<file path="src/sv/fpf_pkg.sv">
`timescale 1ns / 1ps
// ----------------------------------------------------------------------------
// fpf_pkg
// Shared constants, types and CRC helper for the FSK packet framer.
// ----------------------------------------------------------------------------
package fpf_pkg;

    // Frame geometry
    localparam int PAYLOAD_LEN  = 8;    // 1..15
    localparam int PREAMBLE_LEN = 4;    // 1..8
    localparam int SYNC_LEN     = 4;    // 1..4
    localparam int WHITE_LEN    = 18;

    // Payload store addressing
    localparam int IDX_W = (PAYLOAD_LEN > 1) ? $clog2(PAYLOAD_LEN) : 1;

    // Byte counter and frame index width (fixed by the frame size limit)
    localparam int CNT_W = 5;

    localparam logic [CNT_W-1:0] LEN_C      = CNT_W'(PAYLOAD_LEN);
    localparam logic [CNT_W-1:0] LEN_M1_C   = CNT_W'(PAYLOAD_LEN - 1);
    localparam logic [CNT_W-1:0] LEN_OVF_C  = CNT_W'(PAYLOAD_LEN + 1);
    localparam logic [CNT_W-1:0] PRE_END_C  = CNT_W'(PREAMBLE_LEN);
    localparam logic [CNT_W-1:0] SYNC_END_C = CNT_W'(PREAMBLE_LEN + SYNC_LEN);
    localparam logic [CNT_W-1:0] CRC_HI_C   = CNT_W'(PAYLOAD_LEN + 1);

    // Configuration register indexes
    localparam logic CFG_PREAMBLE = 1'b0;
    localparam logic CFG_SYNC     = 1'b1;

    // CRC-16
    localparam logic [15:0] CRC_INIT = 16'h1D0F;
    localparam logic [15:0] CRC_POLY = 16'h1021;

    // PN9 whitening sequence
    localparam logic [7:0] PN9 [WHITE_LEN] = '{
        8'hff, 8'h87, 8'hb8, 8'h59, 8'hb7, 8'ha1, 8'hcc, 8'h24, 8'h57,
        8'h5e, 8'h4b, 8'h9c, 8'h0e, 8'he9, 8'hea, 8'h50, 8'h2a, 8'hbe
    };

    // Bitwise CRC-16 update, MSB first
    function automatic logic [15:0] crc_byte(logic [15:0] crc, logic [7:0] b);
        logic [15:0] c;
        logic [7:0]  d;
        logic        fb;
        c = crc;
        d = b;
        for (int k = 0; k < 8; k++) begin
            fb = c[15] ^ d[7];
            c  = {c[14:0], 1'b0};
            if (fb) begin
                c = c ^ CRC_POLY;
            end
            d = {d[6:0], 1'b0};
        end
        return c;
    endfunction

    // CRC after the length byte, start value of every frame
    localparam logic [15:0] CRC_START = crc_byte(CRC_INIT, 8'(PAYLOAD_LEN));

    // Frame start request from the receive side to the transmit sequencer
    typedef struct packed {
        logic        valid;
        logic        err;
        logic [15:0] crc;     // already complemented
    } t_tx_start;

endpackage

</file>
<file path="src/sv/fpf_store.sv">
`timescale 1ns / 1ps
// ----------------------------------------------------------------------------
// fpf_store
// Payload byte memory: one write port, one read port, registered read data.
// ----------------------------------------------------------------------------
module fpf_store (
    input  logic                      i_clk,
    input  logic                      i_we,
    input  logic [fpf_pkg::IDX_W-1:0] i_waddr,
    input  logic [7:0]                i_wdata,
    input  logic [fpf_pkg::IDX_W-1:0] i_raddr,
    output logic [7:0]                o_rdata
);
    import fpf_pkg::*;

    logic [7:0] r_mem [PAYLOAD_LEN];
    logic [7:0] r_rdata;

    // Write port
    always_ff @(posedge i_clk) begin
        if (i_we) begin
            r_mem[i_waddr] <= i_wdata;
        end
    end

    // Read port, registered read data
    always_ff @(posedge i_clk) begin
        r_rdata <= r_mem[i_raddr];
    end

    assign o_rdata = r_rdata;

endmodule

</file>
<file path="src/sv/fpf_tx.sv">
`timescale 1ns / 1ps
// ----------------------------------------------------------------------------
// fpf_tx
// Frame transmit sequencer: walks the frame byte by byte, reads payload from
// the store, whitens and drives the output register, or sends the error result.
// ----------------------------------------------------------------------------
module fpf_tx (
    input  logic                      i_clk,
    input  logic                      i_rst_n,
    input  fpf_pkg::t_tx_start        i_start,
    input  logic [7:0]                i_preamble_byte,
    input  logic [31:0]               i_sync_word,
    output logic [fpf_pkg::IDX_W-1:0] o_raddr,
    input  logic [7:0]                i_rdata,
    output logic                      o_busy,
    output logic                      o_out_valid,
    input  logic                      i_out_ready,
    output logic [7:0]                o_frame_byte,
    output logic                      o_frame_last,
    output logic                      o_length_error
);
    import fpf_pkg::*;

    typedef enum logic [3:0] {
        S_IDLE  = 4'b0001,
        S_FETCH = 4'b0010,
        S_FORM  = 4'b0100,
        S_SEND  = 4'b1000
    } t_state;

    t_state           r_state, n_state;
    logic [CNT_W-1:0] r_idx, n_idx;
    logic [15:0]      r_crc;
    logic [7:0]       r_byte, n_byte;
    logic             r_last, n_last;
    logic             r_err, n_err;

    logic [CNT_W-1:0] w_pos;
    logic [CNT_W-1:0] w_sync_sel;
    logic [CNT_W-1:0] w_rd_pos;

    // Position inside the whitened part (length byte is position 0)
    assign w_pos      = r_idx - SYNC_END_C;
    assign w_sync_sel = r_idx - PRE_END_C;
    assign w_rd_pos   = w_pos - CNT_W'(1);
    assign o_raddr    = w_rd_pos[IDX_W-1:0];

    // Next-state and output byte formation
    always_comb begin
        n_state = r_state;
        n_idx   = r_idx;
        n_byte  = r_byte;
        n_last  = r_last;
        n_err   = r_err;
        unique case (r_state)
            S_IDLE: begin
                if (i_start.valid) begin
                    n_idx = '0;
                    if (i_start.err) begin
                        n_byte  = 8'h00;
                        n_last  = 1'b1;
                        n_err   = 1'b1;
                        n_state = S_SEND;
                    end else begin
                        n_state = S_FETCH;
                    end
                end
            end
            S_FETCH: begin
                // store read issued at this edge
                n_state = S_FORM;
            end
            S_FORM: begin
                n_last = 1'b0;
                n_err  = 1'b0;
                priority if (r_idx < PRE_END_C) begin
                    n_byte = i_preamble_byte;
                end else if (r_idx < SYNC_END_C) begin
                    n_byte = i_sync_word[8*w_sync_sel[1:0] +: 8];
                end else if (w_pos == '0) begin
                    n_byte = 8'(PAYLOAD_LEN) ^ PN9[w_pos];
                end else if (w_pos <= LEN_C) begin
                    n_byte = i_rdata ^ PN9[w_pos];
                end else if (w_pos == CRC_HI_C) begin
                    n_byte = r_crc[15:8] ^ PN9[w_pos];
                end else begin
                    n_byte = r_crc[7:0] ^ PN9[w_pos];
                    n_last = 1'b1;
                end
                n_state = S_SEND;
            end
            S_SEND: begin
                if (i_out_ready) begin
                    if (r_last) begin
                        n_state = S_IDLE;
                    end else begin
                        n_idx   = r_idx + CNT_W'(1);
                        n_state = S_FETCH;
                    end
                end
            end
            default: n_state = S_IDLE;
        endcase
    end

    // Control registers
    always_ff @(posedge i_clk) begin
        if (!i_rst_n) begin
            r_state <= S_IDLE;
        end else begin
            r_state <= n_state;
        end
    end

    // Payload registers
    always_ff @(posedge i_clk) begin
        r_idx  <= n_idx;
        r_byte <= n_byte;
        r_last <= n_last;
        r_err  <= n_err;
        if (r_state == S_IDLE && i_start.valid) begin
            r_crc <= i_start.crc;
        end
    end

    assign o_busy         = (r_state != S_IDLE);
    assign o_out_valid    = (r_state == S_SEND);
    assign o_frame_byte   = r_byte;
    assign o_frame_last   = r_last;
    assign o_length_error = r_err;

endmodule

</file>
<file path="src/sv/fsk_packet_framer.sv">
`timescale 1ns / 1ps
// ----------------------------------------------------------------------------
// fsk_packet_framer
// Packet framer for an FSK radio: preamble, sync, length, whitened payload
// and CRC-16, or a single length-error result.
// ----------------------------------------------------------------------------
// Payload bytes are taken one per cycle and written into an internal payload
// memory while a CRC-16 runs over them. The byte marked last starts the frame
// (or a single error result when the byte count is not PAYLOAD_LEN); while
// the frame streams out the input is held off. Each frame byte goes through
// an address step, a registered memory read and the output register, and
// then waits for the output to take it. A frame holds PREAMBLE_LEN +
// SYNC_LEN + PAYLOAD_LEN + 3 bytes. Configuration writes are accepted every
// cycle and must only be made while the block is idle.
// ----------------------------------------------------------------------------
module fsk_packet_framer (
    input  logic        i_clk,
    input  logic        i_rst_n,
    // configuration write channel
    input  logic        i_cfg_valid,
    output logic        o_cfg_ready,
    input  logic        i_cfg_index,
    input  logic [31:0] i_cfg_data,
    // payload input channel
    input  logic        i_in_valid,
    output logic        o_in_ready,
    input  logic [7:0]  i_payload_byte,
    input  logic        i_last_byte,
    // frame output channel
    output logic        o_out_valid,
    input  logic        i_out_ready,
    output logic [7:0]  o_frame_byte,
    output logic        o_frame_last,
    output logic        o_length_error
);
    import fpf_pkg::*;

    logic [7:0]       r_preamble_byte;
    logic [31:0]      r_sync_word;
    logic [CNT_W-1:0] r_count, n_count;
    logic [15:0]      r_crc, n_crc;

    logic             w_in_acc;
    logic             w_store_we;
    logic [15:0]      w_crc_upd;
    logic             w_busy;
    logic [IDX_W-1:0] w_raddr;
    logic [7:0]       w_rdata;
    t_tx_start        w_start;

    // Configuration registers
    assign o_cfg_ready = 1'b1;

    always_ff @(posedge i_clk) begin
        if (!i_rst_n) begin
            r_preamble_byte <= 8'hAA;
            r_sync_word     <= '0;
        end else if (i_cfg_valid) begin
            unique case (i_cfg_index)
                CFG_PREAMBLE: r_preamble_byte <= i_cfg_data[7:0];
                CFG_SYNC:     r_sync_word     <= i_cfg_data;
                default:      ;
            endcase
        end
    end

    // Input transaction; held off while a frame is in flight, so store
    // writes and sequencer reads never overlap
    assign o_in_ready = !w_busy;
    assign w_in_acc   = i_in_valid && o_in_ready;
    assign w_store_we = w_in_acc && (r_count < LEN_C);
    assign w_crc_upd  = crc_byte(r_crc, i_payload_byte);

    // Byte count and running CRC
    always_comb begin
        n_count = r_count;
        n_crc   = r_crc;
        if (w_in_acc) begin
            if (i_last_byte) begin
                n_count = '0;
                n_crc   = CRC_START;
            end else if (r_count < LEN_C) begin
                n_count = r_count + CNT_W'(1);
                n_crc   = w_crc_upd;
            end else begin
                n_count = LEN_OVF_C;
            end
        end
    end

    always_ff @(posedge i_clk) begin
        if (!i_rst_n) begin
            r_count <= '0;
            r_crc   <= CRC_START;
        end else begin
            r_count <= n_count;
            r_crc   <= n_crc;
        end
    end

    // Frame start: good only if this last byte is the PAYLOAD_LEN-th
    assign w_start.valid = w_in_acc && i_last_byte;
    assign w_start.err   = (r_count != LEN_M1_C);
    assign w_start.crc   = ~w_crc_upd;

    fpf_store u_store (
        .i_clk   (i_clk),
        .i_we    (w_store_we),
        .i_waddr (r_count[IDX_W-1:0]),
        .i_wdata (i_payload_byte),
        .i_raddr (w_raddr),
        .o_rdata (w_rdata)
    );

    fpf_tx u_tx (
        .i_clk           (i_clk),
        .i_rst_n         (i_rst_n),
        .i_start         (w_start),
        .i_preamble_byte (r_preamble_byte),
        .i_sync_word     (r_sync_word),
        .o_raddr         (w_raddr),
        .i_rdata         (w_rdata),
        .o_busy          (w_busy),
        .o_out_valid     (o_out_valid),
        .i_out_ready     (i_out_ready),
        .o_frame_byte    (o_frame_byte),
        .o_frame_last    (o_frame_last),
        .o_length_error  (o_length_error)
    );

    // Assertions
    a_no_in_while_out: assert property (@(posedge i_clk) disable iff (!i_rst_n)
        o_out_valid |-> !o_in_ready)
        else $error("input accepted while a result is pending");

    a_err_result: assert property (@(posedge i_clk) disable iff (!i_rst_n)
        (w_in_acc && i_last_byte && (r_count != LEN_M1_C))
            |=> (o_out_valid && o_length_error && o_frame_last))
        else $error("length error not reported");

    a_err_shape: assert property (@(posedge i_clk) disable iff (!i_rst_n)
        (o_out_valid && o_length_error) |-> (o_frame_last && (o_frame_byte == 8'h00)))
        else $error("malformed error result");

    a_count_range: assert property (@(posedge i_clk) disable iff (!i_rst_n)
        r_count <= LEN_OVF_C)
        else $error("byte count out of range");

endmodule

</file>
<file path="config.mk">
export PLATFORM = sky130hd
export DESIGN_NAME = fsk_packet_framer
export DESIGN_NICKNAME = d
export VERILOG_FILES = /design/src/sv/fpf_pkg.sv /design/src/sv/fpf_store.sv /design/src/sv/fpf_tx.sv /design/src/sv/fsk_packet_framer.sv
export SDC_FILE = /design/constraint.sdc
export NUM_CORES = 1
export LEC_CHECK = 0
export BUFFER_PORTS_ARGS = -buffer_cell sky130_fd_sc_hd__buf_2
export CORE_MARGIN = 5
export CORE_UTILIZATION = 35
export CTS_CLUSTER_DIAMETER = 80
export CTS_CLUSTER_SIZE = 12
export DETAILED_ROUTE_END_ITERATION = 10
export PLACE_DENSITY = 0.48
export RECOVER_POWER = 100
export SLEW_MARGIN = 20
export SYNTH_ARGS = -nofsm -noshare
export SYNTH_HDL_FRONTEND = slang
export SYNTH_SLANG_ARGS = --single-unit
export TNS_END_PERCENT = 10
</file>
<file path="constraint.sdc">
create_clock -name i_clk -period 6.5 [get_ports i_clk]
set_input_delay 1.625 -clock i_clk [delete_from_list [all_inputs] [get_ports i_clk]]
set_output_delay 1.625 -clock i_clk [all_outputs]
set_load 0.005 [all_outputs]
</file>
==> flow_summary.toml, run 1 <==
[die]
core_mm2 = 0.0211
die_x_um = 157
io_pins = 60
initial_utilization_pct = 35.7
die-area_mm2 = 0.0246
fp.dieH_um = 157
rows = 53

[clock_network]
clk_latency_ns = 0.42
cts_made_buffers = 17
hold_buffers = 0
cts-root-buf = "clkbuf_16"
postCtsSetupRepairBufs = 0
cts_resized = 0
clock_sinks = 168
ctsLongestPathBuffers = 2
cts.htree.levels = 4
clk_pin_slew_ns = 0.06
cts_tree = "done"

[critical_path]
crit_chain = "nor4b_1, buf_2"
worstPathArrival_ns = 2.48
startpoint_type = "register"
crit_family = "simple AND/OR/NAND/NOR gates"
critPathMaxFanout = 8
crit_buf_inv = 1
slowest_stage = "nor4b_1"
r2r_setup_slack_ns = 2.50
worstPathRequired_ns = 4.88
path_class = "register to primary output"
worstSetupEndpointType = "primary output"
cp_slowest_stage_delay_ns = 1.39

[synthesis]
synth_edf_count = 95
synth_cell_types = 58
yosys.area.top_type = "edfxtp_1"
syn_area_mm2 = 0.00754
postSynthAreaPerCell_um2 = 12.4
synthArstFlopShare_pct = 0
synth_top_area_share_pct = 37.8
synth_cells = 610
synth_flop_cell = "edfxtp_1"
synthTopCellsByArea = "edfxtp_1, dfxtp_1, mux4_2"
ys_ff_latch = 168
ys_seq_area_share_pct = 57.2
yosysWarnings = 0
syn-num-nets = 670

[power_and_ir_drop]
cellPowerDensity_mw_per_mm2 = 296
power_mw = 2.55
vdd_ir_drop_max_mv = 0.169
leakagePower_nw = 3.01

[global_route]
grt_pass1_vias = 4952
grt_max_degree = 62
grt_usage_pct = 14.7
overflow = 0
grt_first_pass_wirelength_um = 27600
antenna_found_initial = 0

[detailed_routing]
dr.pass1.iters = 5
drt_iter0_markers = 218
viasPerCell = 5.10
num_vias = 4823
drc = 0
totalWireLength_um = 17300
ant_nets = 0
wl_per_cell_um = 18.3

[finish]
fin_cells = 946
syn_to_final_growth_pct = 13.9
drive_gt1_share_pct = 17.9
fin_nets = 718
antenna_cells = 0
nFillCells = 2035
finish.instance_area_mm2 = 0.00859
final_util_pct = 40.7

[timing]
fin_crit_ns = 4.11
fin_crit_sh_pct = 63.2
worst_slew_pin_slew_ns = 2.31
rsz0062_at_grt = "no"
relSlewSlack_pct = -54.0
hold_viol_final = 0
max_freq_mhz = 243
skew_ns = 0.0118
hold_slack_ns = 0.469
finalSetupTns_ns = 0
finalMaxSlewViolations = 71
layout_setup_ws_ns = 2.39
finalSetupViolations = 0

[job]
drv_cap = 2

[run_status]
violations = "max-capacitance violations, max-slew violations"
status = "finished with violations"

[place]
gp_congestion = 0.820
placed_cell_area_mm2 = 0.00807
dp_hpwl_um = 12300
placed_cells = 914
place_ws_ns = 2.90
place.port_buffers = 58

[min_path]
hp-class = "register to register"
## worst reg2reg max path, stage by stage (launching register included)
cell     delay (ns)
dfxtp_1        0.36
nor4b_1        1.39
nand3_1        0.63
nor3_1         1.22
## cells by family after synthesis
| family | count (synthesis) | synth area share, % |
|---|---|---|
| simple gates | 181 | 11.5 |
| mux | 54 | 12.0 |
| other cells | 1 | 0.0498 |
| xor+xnor | 30 | 3.49 |
| compound gates | 111 | 10.5 |
| fa+ha+maj | 13 | 2.16 |
| buf+inv | 52 | 3.05 |
| flops | 168 | 57.2 |
## cells in the final DEF, fill, tap and decap left out, types with 6 or more instances in the layout
cell	n
inv_1	17
nand2_1	96
xnor2_1	20
a21oi_1	15
buf_2	43
dfxtp_1	73
edfxtp_1	95
a211oi_1	12
and2_0	8
xor2_1	10
clkbuf_16	17
ha_1	13
o2bb2ai_1	6
nand2b_1	10
mux2i_1	12
mux4_2	27
nor2b_1	7
mux2_2	11
nor3_1	8
a21boi_0	37
o21ai_0	14
nor2_1	23
clkbuf_1	19
nand3_1	9
## synth_stat cells (all sizes together), types with 4 or more instances
| master | n |
|---|---|
| a211oi | 13 |
| a21boi | 37 |
| a21oi | 15 |
| a2bb2oi | 4 |
| and2 | 12 |
| and3 | 4 |
| buf | 13 |
| clkbuf | 22 |
| dfxtp | 73 |
| edfxtp | 95 |
| ha | 13 |
| inv | 17 |
| mux2 | 15 |
| mux2i | 12 |
| mux4 | 27 |
| nand2 | 96 |
| nand2b | 10 |
| nand3 | 9 |
| nor2 | 23 |
| nor2b | 7 |
| nor3 | 8 |
| o21ai | 14 |
| o2bb2ai | 6 |
| xnor2 | 20 |
| xor2 | 10 |
## layout make-up
cell class                 instances  area [um^2]  share of cell area (%)
clock buffer                      17          425                    4.95
inverter                          17         63.8                   0.743
timing repair buffer              64          302                    3.51
clock inverter                    15          183                    2.13
tap                              275          344                    4.01
sequential                       168         4310                    50.2
multi-input combinational        390         2960                    34.4
## per-layer routing
| layer | vias up | global-route usage [%] | part of all wire, % |
|---|---|---|---|
| met5 | - | 0 | 0 |
| met4 | 0 | 4.83 | 1.8 |
| met3 | 19 | 3.07 | 3.9 |
| met2 | 100 | 24.5 | 49 |
| met1 | 2393 | 19.1 | 45 |
| li1 | 2311 | - | - |
## path summary, 6_finish.rpt
check | start | cells past startpoint | endpoint
worst max register to register | u_tx.r_state[1]$_SDFFE_PN0P_ | 3 | u_store.r_mem[4][6]$_DFFE_PP_
worst min-delay path | r_preamble_byte[0]$_SDFFE_PN0P_ | 2 | r_preamble_byte[0]$_SDFFE_PN0P_
worst max-delay path | u_tx.r_state[1]$_SDFFE_PN0P_ | 2 | o_in_ready
worst min register to register | r_preamble_byte[0]$_SDFFE_PN0P_ | 2 | r_preamble_byte[0]$_SDFFE_PN0P_
## state kept, by name, indices dropped and copies added, names as in the netlist, 4 cells and up
register,flops
r_count,5
r_crc,16
r_preamble_byte,8
r_sync_word,32
u_store.o_rdata,8
u_store.r_mem,64
u_tx.o_frame_byte,8
u_tx.r_crc,16
u_tx.r_idx,5
u_tx.r_state,4
## report_power, final
group / leakage, nW / switching (mW) / internal, mW / total [mW]
combinational: 1.25 / 0.173 / 0.131 / 0.304
clock: 0.296 / 0.448 / 0.583 / 1.03
sequential: 1.47 / 0.0287 / 1.18 / 1.21
total: 3.01 / 0.650 / 1.90 / 2.55
Power figures use the tool's default switching activity.
==> run 2: changes to the inputs <==
Clock period 6.5 ns to 3.8 ns, I/O delays scaled along.
==> run 2 against run 1 <==
  * Final area up 0.52%
  * Non-clock buffer count up 9
  * The run now ends clean
  * Critical path depth up 6
  * Highest routed layer unchanged
  * Global-route usage up 0.20 points
==> flow_summary.toml, run 2 (synthesis gave the netlist of run 1 again) <==
[global_route]
grt_max_degree = 41
overflow = 0
grt_pass1_vias = 4930
grt_usage_pct = 14.9
antenna_found_initial = 0
grt_first_pass_wirelength_um = 27700

[detailed_routing]
drt_iter0_markers = 261
top_layer = "met4"
dr.pass1.iters = 4
wl_met3_um = 736
wl_met1_um = 8220
ant_nets = 0
wl_per_cell_um = 18.5
num_vias = 4779
totalWireLength_um = 17700
dr_wl_met2_um = 8520
drc = 0
viasPerCell = 5.00

[place]
dp_hpwl_um = 12600
place.port_buffers = 58
gp_congestion = 0.799

[timing]
finalSetupViolations = 0
fin_crit_ns = 3.23
worst_slew_pin_slew_ns = 1.47
relSlewSlack_pct = 2.03
skew_ns = 0.00980
rsz0062_at_grt = "no"
finalMaxSlewViolations = 0
fin_crit_sh_pct = 84.9
hold_viol_final = 0
finalSetupTns_ns = 0
max_freq_mhz = 310

[die]
io_pins = 60
die-area_mm2 = 0.0246
rows = 53
core_mm2 = 0.0211
initial_utilization_pct = 35.7
die_x_um = 157
fp.dieH_um = 157

[finish]
antenna_cells = 0
drive_gt1_share_pct = 19.0
max_flop_register = "u_store.r_mem"
fin_nets = 727
nFillCells = 2057
reg_top3 = "u_store.r_mem (64), r_sync_word (32)"
final_cell_mix = "nand2_1, edfxtp_1, dfxtp_1, buf_2, a21boi_0"
syn_to_final_growth_pct = 14.5
largest_reg_flops = 64

[critical_path]
worstSetupEndpointType = "register"
worstPathArrival_ns = 3.50
startpoint_type = "register"
slowest_stage = "clkbuf_2"
cp_slowest_stage_delay_ns = 0.93
reg2regPathDepth = 8
r2r_setup_slack_ns = 0.57
critPathMaxFanout = 33
path_class = "register to register"
worstPathRequired_ns = 4.07
crit_chain = "clkbuf_2, ha_1, nor4bb_2, buf_4, mux2_1, mux2_4, a211o_1, a31oi_1"

[clock_network]
cts-root-buf = "clkbuf_16"
clock_sinks = 168
postCtsSetupRepairBufs = 0
cts_resized = 0
cts_tree = "done"
clk_pin_slew_ns = 0.07
cts.htree.levels = 4
hold_buffers = 0
clk_latency_ns = 0.43
ctsLongestPathBuffers = 2
cts_made_buffers = 17

[power_and_ir_drop]
leakagePower_nw = 3.04
cellPowerDensity_mw_per_mm2 = 497
vdd_ir_drop_max_mv = 0.306
power_mw = 4.29

[job]
drv_cap = 0

[run_status]
status = "complete, no violations"

[min_path]
hold_depth = 2
hp-class = "register to register"
-- run 2: metal layers --
metal  vias to the layer above  GRT usage (%)
met4                         0           4.34
met5                         -              0
met3                        15           3.48
met2                        84           24.4
met1                      2346           19.8
li1                       2334              -
-- run 2: per-stage QoR --
step | util [%] | instance area, um^2 | std cells | worst slack [ns] | hold slack, ns
after floorplan | - | 7540 | 610 | 1.28 | 0.435
after global placement | 38.5 | 8120 | 923 | 0.686 | 0.451
after detailed placement | 38.5 | 8120 | 923 | 0.679 | 0.457
after CTS | 41.3 | 8700 | 955 | 0.659 | 0.468
after global routing | 40.9 | 8630 | 955 | 0.249 | 0.487
final | 40.9 | 8630 | 955 | 0.574 | 0.467
-- run 2: report_power, final --
group / internal (mW) / switching [mW] / total [mW]
registers: 2.02 / 0.0457 / 2.07
logic: 0.228 / 0.310 / 0.539
clock network: 0.879 / 0.802 / 1.68
-- run 2: worst max-delay path, delay by kind of cell, from the launching register on --
kind | cells | cell delay [ns]
adders and majority gates | 1 | 0.32
DFF | 1 | 0.34
muxes | 2 | 0.61
AOI/OAI and AO/OA | 2 | 0.42
buffers and inverters | 2 | 1.16
and+or+nand+nor | 1 | 0.21
-- run 2: final timing paths --
path,to,from
setup / recovery,u_tx.o_frame_byte[3]$_SDFFCE_PP0P_,u_tx.r_idx[0]$_SDFFCE_PN0P_
hold / removal,r_preamble_byte[1]$_SDFFE_PN1P_,r_preamble_byte[1]$_SDFFE_PN1P_
setup reg to reg,u_tx.o_frame_byte[3]$_SDFFCE_PP0P_,u_tx.r_idx[0]$_SDFFCE_PN0P_
hold reg to reg,r_preamble_byte[1]$_SDFFE_PN1P_,r_preamble_byte[1]$_SDFFE_PN1P_
-- run 2: cell type report --
type                       count  area (um^2)  share of cell area, %
clock buffer                  17          425                   4.93
clock inverter                15          154                   1.78
inverter                      17         63.8                  0.739
multi-input combinational    390         2990                   34.6
sequential                   168         4310                   50.0
tap                          275          344                   3.99
timing repair buffer          73          347                   4.01
==> run 3: changes to the inputs <==
Settings changed: PLACE_DENSITY 0.48 to 0.5.
Clock period 3.8 ns to 2.8 ns, I/O delays scaled along.
==> run 3 against run 2 <==
  * Non-clock buffer count rose by 11
  * Maximum frequency is 24% higher
  * Highest routed layer unchanged
  * Final area grew 1.2%
  * Largest power group unchanged
  * Total power up 40%
  * Worst setup slack got worse by 0.37 ns
  * Largest cell class unchanged
  * Critical endpoint unchanged
  * Sequential cell count is the same
  * Clock power up 46%
  * First-iteration DRC count decreased by 18%
  * Clock skew barely moved
  * Worst hold slack better by 0.0010 ns
  * Combinational power increased by 36%
==> flow_summary.toml, run 3 (synthesis gave the netlist of run 1 again) <==
[clock_network]
cts_made_buffers = 17
ctsLongestPathBuffers = 2
cts_resized = 0
clock_sinks = 168
clk_pin_slew_ns = 0.07
hold_buffers = 0
cts-root-buf = "clkbuf_16"
cts_tree = "done"
cts.htree.levels = 4
postCtsSetupRepairBufs = 0
clk_latency_ns = 0.42

[timing]
skew_ns = 0.00990
finalSetupTns_ns = 0
max_freq_mhz = 385
fin_crit_sh_pct = 92.7
rsz0062_at_grt = "no"
relSlewSlack_pct = 2.46
hold_viol_final = 0
finalMaxSlewViolations = 0
worst_slew_pin_slew_ns = 1.46
finalSetupViolations = 0
fin_crit_ns = 2.60

[die]
fp.dieH_um = 157
core_mm2 = 0.0211
rows = 53
io_pins = 60
die-area_mm2 = 0.0246
die_x_um = 157
initial_utilization_pct = 35.7

[global_route]
busiest_layer = "met2"
grt_max_degree = 41
grt_pass1_vias = 4902
use_met1_pct = 19.9
grt_first_pass_wirelength_um = 27800
antenna_found_initial = 0
use_met2_pct = 24.1
overflow = 0
grt_usage_pct = 14.8
met3_usage_pct = 3.37

[critical_path]
cpMostUsedCell = "mux2_1"
worstPathRequired_ns = 3.05
worstPathArrival_ns = 2.85
crit_chain = "inv_1, ha_1, nor4bb_2, mux2_1, mux2_1, a211o_1, a31oi_1"
cp_slowest_stage_delay_ns = 0.49
worstSetupEndpointType = "register"
startpoint_type = "register"
crit_family = "multiplexers"
critPathMaxFanout = 5
slowest_stage = "nor4bb_2"
path_class = "register to register"
crit_buf_inv = 1
r2r_setup_slack_ns = 0.20

[place]
placed_cells = 934
placed_cell_area_mm2 = 0.00821
dp_hpwl_um = 12700
place.port_buffers = 58
gp_congestion = 0.915

[detailed_routing]
dr.pass1.iters = 5
totalWireLength_um = 17600
num_vias = 4894
ant_nets = 0
drc = 0
wl_per_cell_um = 18.2
viasPerCell = 5.07
drt_iter0_markers = 214

[power_and_ir_drop]
cellPowerDensity_mw_per_mm2 = 686
power_mw = 5.99
leakagePower_nw = 3.09
vdd_ir_drop_max_mv = 0.349

[job]
drv_cap = 0

[finish]
syn_to_final_growth_pct = 16.0
drive_gt1_share_pct = 19.4
layout_commonest_cell = "nand2_1"
antenna_cells = 0
largest_reg_flops = 64
fin_cells = 966
finish.instance_area_mm2 = 0.00874
fin_nets = 738
final_cell_mix = "nand2_1, edfxtp_1, dfxtp_1, buf_2, a21boi_0"
max_flop_register = "u_store.r_mem"
reg_top3 = "u_store.r_mem (64), r_sync_word (32)"

[min_path]
hp-class = "register to register"

[run_status]
status = "complete, no violations"
[run 3: changes by cell type in the layout (fill, tap and decap cells not counted), sizes merged]
cell    previous run  this run
buf               47        53
bufinv             0         3
clkbuf            43        49
clkinv             4         6
inv               27        21
[run 3: stage by stage]
stage,utilization (%),worst slack (ns),hold WS [ns]
after floorplan,-,0.282,0.435
after global placement,38.9,0.332,0.444
after detailed placement,38.9,0.268,0.456
after CTS,41.9,0.231,0.466
after global routing,41.4,0.0958,0.492
final,41.4,0.204,0.468
[run 3: cell type report]
type	count	area (um^2)
inverters	17	63.8
flip-flops and latches	168	4310
clock buffers	18	429
well taps	275	344
fillers	2000	12300
repair buffers	84	419
clock inverters	14	194
multi-input cells	390	2980
[run 3: final timing paths]
check                          startpoint                            endpoint  cells after the start
max           u_tx.r_idx[1]$_SDFFCE_PN0P_  u_tx.o_frame_byte[3]$_SDFFCE_PP0P_                      7
min          r_sync_word[15]$_SDFFE_PN0P_        r_sync_word[15]$_SDFFE_PN0P_                      2
max reg2reg   u_tx.r_idx[1]$_SDFFCE_PN0P_  u_tx.o_frame_byte[3]$_SDFFCE_PP0P_                      7
min reg2reg  r_sync_word[15]$_SDFFE_PN0P_        r_sync_word[15]$_SDFFE_PN0P_                      2
[run 3: report_power, final]
group	leakage, nW	switching, mW	internal, mW	total (mW)
Sequential	1.47	0.0618	2.75	2.81
Combinational	1.32	0.418	0.315	0.733
Clock	0.302	1.02	1.43	2.45
Total	3.09	1.50	4.50	5.99
[run 3: tightest hold or removal path, cell delays in order, from the launching register on]
cell and delay (ns):
dfxtp_1 0.31, nand2_1 0.04, a21boi_0 0.06
[run 3: per-layer routing]
layer	part of all wire, %	wire [um]
met1	45	7920
met2	49	8570
met3	4.9	864
met4	1.2	217
met5	0	0
